<file path="config.mk">
export PLATFORM = sky130hd
export DESIGN_NAME = keqmd_decoder
export DESIGN_NICKNAME = d
export VERILOG_FILES = /design/src/hdl/keqmd_pkg.sv /design/src/hdl/keqmd_decoder.sv
export SDC_FILE = /design/constraint.sdc
export NUM_CORES = 1
export LEC_CHECK = 0
export BUFFER_PORTS_ARGS = -buffer_cell sky130_fd_sc_hd__buf_2
export CORE_ASPECT_RATIO = 0.8
export CORE_UTILIZATION = 25
export CTS_BUF_LIST = sky130_fd_sc_hd__clkbuf_16
export CTS_CLUSTER_SIZE = 8
export DETAILED_ROUTE_END_ITERATION = 8
export GPL_TIMING_DRIVEN = 0
export PLACE_DENSITY = 0.5
export SLEW_MARGIN = 20
export SYNTH_ARGS = -nofsm -noshare
export SYNTH_HDL_FRONTEND = slang
export SYNTH_SLANG_ARGS = --single-unit
</file>
<file path="constraint.sdc">
create_clock -name clk -period 4.2 [get_ports clk]
set_input_delay 0.42 -clock clk [delete_from_list [all_inputs] [get_ports clk]]
set_output_delay 0.42 -clock clk [all_outputs]
set_load 0.02 [all_outputs]
</file>
<file path="src/hdl/keqmd_pkg.sv">
// Shared types and constants for the key event queue and modifier decoder.
// Depends on nothing; every other file of the block uses it.
`timescale 1ns / 1ps

package keqmd_pkg;

	localparam int QUEUE_DEPTH_DEF = 128;

	localparam int CODE_W   = 10;
	localparam int VALUE_W  = 32;
	localparam int BIASED_W = 14;

	// Opcodes of an input item.
	localparam logic [1:0] OP_INJECT = 2'd0;
	localparam logic [1:0] OP_POLL   = 2'd1;
	localparam logic [1:0] OP_RECORD = 2'd2;

	localparam logic [15:0] RECORD_TYPE_KEY = 16'd1;

	typedef struct packed {
		logic [1:0]                opcode;
		logic [15:0]               record_type;
		logic [CODE_W-1:0]         key_code;
		logic signed [VALUE_W-1:0] key_value;
	} in_item_t;

	typedef struct packed {
		logic                      accepted;
		logic                      key_found;
		logic [BIASED_W-1:0]       biased_code;
		logic signed [VALUE_W-1:0] event_value;
	} out_item_t;

	// One queued event.
	typedef struct packed {
		logic [CODE_W-1:0]         code;
		logic signed [VALUE_W-1:0] value;
	} entry_t;

	// Request from the control logic to the decoder.
	typedef struct packed {
		logic                      strobe;
		logic [CODE_W-1:0]         code;
		logic signed [VALUE_W-1:0] value;
	} dec_req_t;

	typedef struct packed {
		logic                found;
		logic [BIASED_W-1:0] biased_code;
	} dec_res_t;

endpackage

</file>
<file path="src/hdl/keqmd_decoder.sv">
// Modifier decoder: holds the shift, ctrl, alt and caps lock flags and turns a
// key event into a biased code. Depends on keqmd_pkg.
`timescale 1ns / 1ps

module keqmd_decoder (
	input  logic                clk,
	input  logic                arst_n,
	input  keqmd_pkg::dec_req_t req,
	output keqmd_pkg::dec_res_t res
);
	import keqmd_pkg::*;

	localparam logic [CODE_W-1:0] KEY_LSHIFT = 10'd42;
	localparam logic [CODE_W-1:0] KEY_RSHIFT = 10'd54;
	localparam logic [CODE_W-1:0] KEY_LCTRL  = 10'd29;
	localparam logic [CODE_W-1:0] KEY_RCTRL  = 10'd97;
	localparam logic [CODE_W-1:0] KEY_LALT   = 10'd56;
	localparam logic [CODE_W-1:0] KEY_RALT   = 10'd100;
	localparam logic [CODE_W-1:0] KEY_CAPS   = 10'd58;

	localparam logic [VALUE_W-1:0] VAL_RELEASE = 32'd0;
	localparam logic [VALUE_W-1:0] VAL_PRESS   = 32'd1;
	localparam logic [VALUE_W-1:0] VAL_REPEAT  = 32'd2;

	localparam logic [BIASED_W-1:0] BIAS_SHIFT = 14'd1000;
	localparam logic [BIASED_W-1:0] BIAS_CTRL  = 14'd4000;
	localparam logic [BIASED_W-1:0] BIAS_ALT   = 14'd8000;

	logic shift_q, ctrl_q, alt_q, caps_q;
	logic is_shift, is_ctrl, is_alt, is_caps, is_letter;
	logic [VALUE_W-1:0] val;
	logic held, sh;
	logic [BIASED_W-1:0] bias;

	assign val       = req.value;
	assign is_shift  = (req.code == KEY_LSHIFT) || (req.code == KEY_RSHIFT);
	assign is_ctrl   = (req.code == KEY_LCTRL) || (req.code == KEY_RCTRL);
	assign is_alt    = (req.code == KEY_LALT) || (req.code == KEY_RALT);
	assign is_caps   = (req.code == KEY_CAPS);
	assign is_letter = req.code inside {[10'd16:10'd25], [10'd30:10'd38], [10'd44:10'd50]};
	assign held      = (val != VAL_RELEASE);

	always_comb begin
		// Caps lock swaps the shift bias, for letters only.
		sh   = shift_q ^ (caps_q && is_letter);
		bias = (sh ? BIAS_SHIFT : '0) + (ctrl_q ? BIAS_CTRL : '0) + (alt_q ? BIAS_ALT : '0);
		res.found       = !(is_shift || is_ctrl || is_alt || is_caps);
		res.biased_code = {{(BIASED_W - CODE_W){1'b0}}, req.code} + bias;
	end

	always_ff @(posedge clk or negedge arst_n) begin
		if (!arst_n) begin
			shift_q <= 1'b0;
			ctrl_q  <= 1'b0;
			alt_q   <= 1'b0;
			caps_q  <= 1'b0;
		end else if (req.strobe) begin
			// A repeat leaves the modifier flags alone.
			if (is_shift && val != VAL_REPEAT) shift_q <= held;
			if (is_ctrl && val != VAL_REPEAT) ctrl_q <= held;
			if (is_alt && val != VAL_REPEAT) alt_q <= held;
			if (is_caps && val == VAL_PRESS) caps_q <= !caps_q;
		end
	end

endmodule

</file>
==> run_results.csv <==
group,metric,value,unit
global_route,grt_max_degree,11,
global_route,grt_pass1_vias,1141,
synth,seq_area_frac_synth,8.74,%
pwr,leakage,0.845,nW
worst_setup_path,reg2reg_setup_slack,3360,ps
timing,finClkSkew,0,ps
routing,drc_errors,0,
finish,drive_gt1_share,50.3,%
worst_setup_path,start_kind,"input port",
routing,viasPerCell,4.76,
finish,nFillCells,437,
global_route,antenna_found_initial,0,
clocking,htree_levels,1,
timing,setup_ws,151,ps
routing,drt_pass1_iterations,4,
timing,fin_crit,4050,ps
timing,slew_viol_final,0,
timing,slew_headroom,72.9,%
routing,drtIter0Drc,45,
timing,fmax,247,MHz
floorplan,die_height,62.5,µm
finish,layoutNonFillerInstCount,250,
synth,netlist_area,1140,µm²
pwr,powerDensity,226,nW/µm²
floorplan,start_util,26.7,%
place,io_buffers,59,
worst_setup_path,arrival,3630,ps
global_route,grt-ovfl-total,0,
flow_run,cap_violations,0,
clocking,clockBufferDepth,2,
synth,synth_compound_area_share,17.9,%
floorplan,core.rowCount,21,
worst_hold_path,hp-class,"input port to flip-flop",
clocking,clkSlewWorstSetupHoldPaths,30,ps
synth,ys.flop_type,"dfrtp_1",
place,dp_hpwl,2550,µm
global_route,grt_use_total,13.4,%
global_route,grt_first_pass_wirelength,5190,µm
synth,synth.distinct_cells,42,
floorplan,die_area,4860,µm²
synth,synthXorXnorAreaFrac,6.12,%
routing,wl_per_cell,12.2,µm
timing,tightest_slew,404,ps
clocking,root_buffer,"clkbuf_16",
place,post-place-ws,-204,ps
timing,setup_viol,0,
finish,fin_nets,263,
pwr,power,0.395,mW
synth,ys_ff_latch,4,
pwr,peakVddDrop,215,µV
status,status,"finished, final reports clean",
floorplan,ios,60,
timing,hold_viol,0,
synth,syn-num-nets,192,
finish,syn_to_final_growth,52.7,%
worst_setup_path,required,3780,ps
synth,yosys.area_share.simple,29.2,%
worst_setup_path,path_class,"input port to primary output",
finish,diodes,0,
synth,synth_cells,124,
synth,synth_mux_area_share,0,%
place,dp.cells,240,
routing,final_antenna_net_count,0,
timing,min_period_over_period,96.4,%
floorplan,core,4280,µm²
routing,wl,3060,µm
floorplan,die_w,77.7,µm
worst_setup_path,cp_max_fo,10,
synth,synth_edf_count,0,
synth,async_reset_ff_share,100,%
finish,layout_commonest_cell,"buf_2",
finish,layout_common_cells,"buf_2, inv_1, buf_4, ha_1",
routing,num_vias,1189,
clocking,cts_made_buffers,3,
synth,synth_area_per_cell,9.23,µm²
synth,synth_fa_ha_area_share,30.4,%
synth,synth_top_family_by_area,"adder cells",
clocking,cts_tree,"yes",
timing,fin_setup_tns,0,ps
synth,ys_warn_count,0,
worst_setup_path,cp-end-kind,"primary output",
clocking,clkSinkCount,4,
clocking,insertion_delay,220,ps
place,gp_congestion,0.751,
==> sequential cells by signal (all words and copies together) (netlist names) <==
signal,cells
caps_q,1
ctrl_q,1
alt_q,1
shift_q,1
==> critical path, stage by stage <==
cell,delay [ps]
buf_2,130
buf_2,170
a211o_1,230
a31oi_1,160
nand4_1,240
xor2_2,230
fa_2,530
inv_1,60
ha_4,250
ha_4,260
a31oi_4,170
o21ai_2,90
nor4bb_4,160
or3_1,360
buf_2,160
==> final cells by class <==
| type | count | area, µm² | area share, % |
|---|---|---|---|
| clock buffers | 3 | 75.1 | 4.29 |
| well taps | 57 | 71.3 | 4.08 |
| multi-input cells | 103 | 1060 | 60.8 |
| repair buffers | 66 | 350 | 20.0 |
| flip-flops and latches | 4 | 100 | 5.73 |
| plain buffers | 6 | 46.3 | 2.65 |
| inverters | 11 | 41.3 | 2.36 |
==> per-stage QoR <==
| stage | instance area, µm² | hold slack [ps] | utilization (%) |
|---|---|---|---|
| 5_1_grt | 1750 | 463 | 40.8 |
| 3_5_place_dp | 1510 | 237 | 35.3 |
| 3_3_place_gp | 1510 | 230 | 35.3 |
| 2_1_floorplan | 1140 | 124 | - |
| 4_1_cts | 1640 | 0.195 | 38.4 |
| 6_report | 1750 | 447 | 40.8 |
==> power by group <==
group / switching [mW] / internal, mW / total (mW)
logic: 0.110 / 0.0933 / 0.203
clock network: 0.0262 / 0.122 / 0.148
registers: 0.00355 / 0.0402 / 0.0438
==> Yosys cell counts (2+ instances only) <==
cell,number,area share [%]
or3_1,2,1.1
o31ai_1,2,1.3
a21o_1,2,1.3
xor2_1,5,3.8
xnor2_1,3,2.3
nor4_2,4,4.4
nor3b_1,2,1.3
a21oi_1,4,1.7
nand2_1,3,0.98
dfrtp_1,4,8.7
nand4_2,2,2.2
nand2b_1,3,1.6
nor2_1,4,1.3
nor3_1,2,0.87
inv_1,11,3.6
buf_4,4,2.6
nor4bb_1,5,4.4
o2111ai_1,2,1.5
fa_1,8,14
and3b_1,2,1.5
ha_1,15,16
a31oi_1,3,1.6
o21ai_0,9,3.9
nor4_1,5,2.7
==> metal layers <==
| layer | wire length, µm | GRT usage [%] |
|---|---|---|
| met5 | 0 | 0 |
| met2 | 1280 | 20.8 |
| met4 | 0 | 2.12 |
| met3 | 242 | 3.80 |
| met1 | 1530 | 18.7 |
==> kinds of logic (layout without fill, tap and decap cells) <==
kind of cell,count (synthesis),after routing
flops,4,4
simple gates,41,41
xor+xnor,8,8
compound gates,31,31
buf+inv,17,86
fa+ha+maj,23,23
==> final timing paths <==
path / start / endpoint / cells after the start
setup reg to reg: ctrl_q / ctrl_q / 2
setup / recovery: req[35] / res[12] / 15
hold / removal: req[1] / shift_q / 3
max in group asynchronous: arst_n / alt_q / 2
hold reg to reg: caps_q / caps_q / 1
min in group asynchronous: arst_n / caps_q / 2
==> timing repair <==
action / 4_1_cts / 5_1_grt
hold endpoints to repair: 0 / 2
resized for setup: 7 / 10
setup buffers: 3 / 3
pin swaps: 3 / 6
gates cloned: 0 / 0
setup endpoints to repair: 3 / 3
hold buffers: 0 / 1
Note: power is estimated with default switching activity, not from simulation.
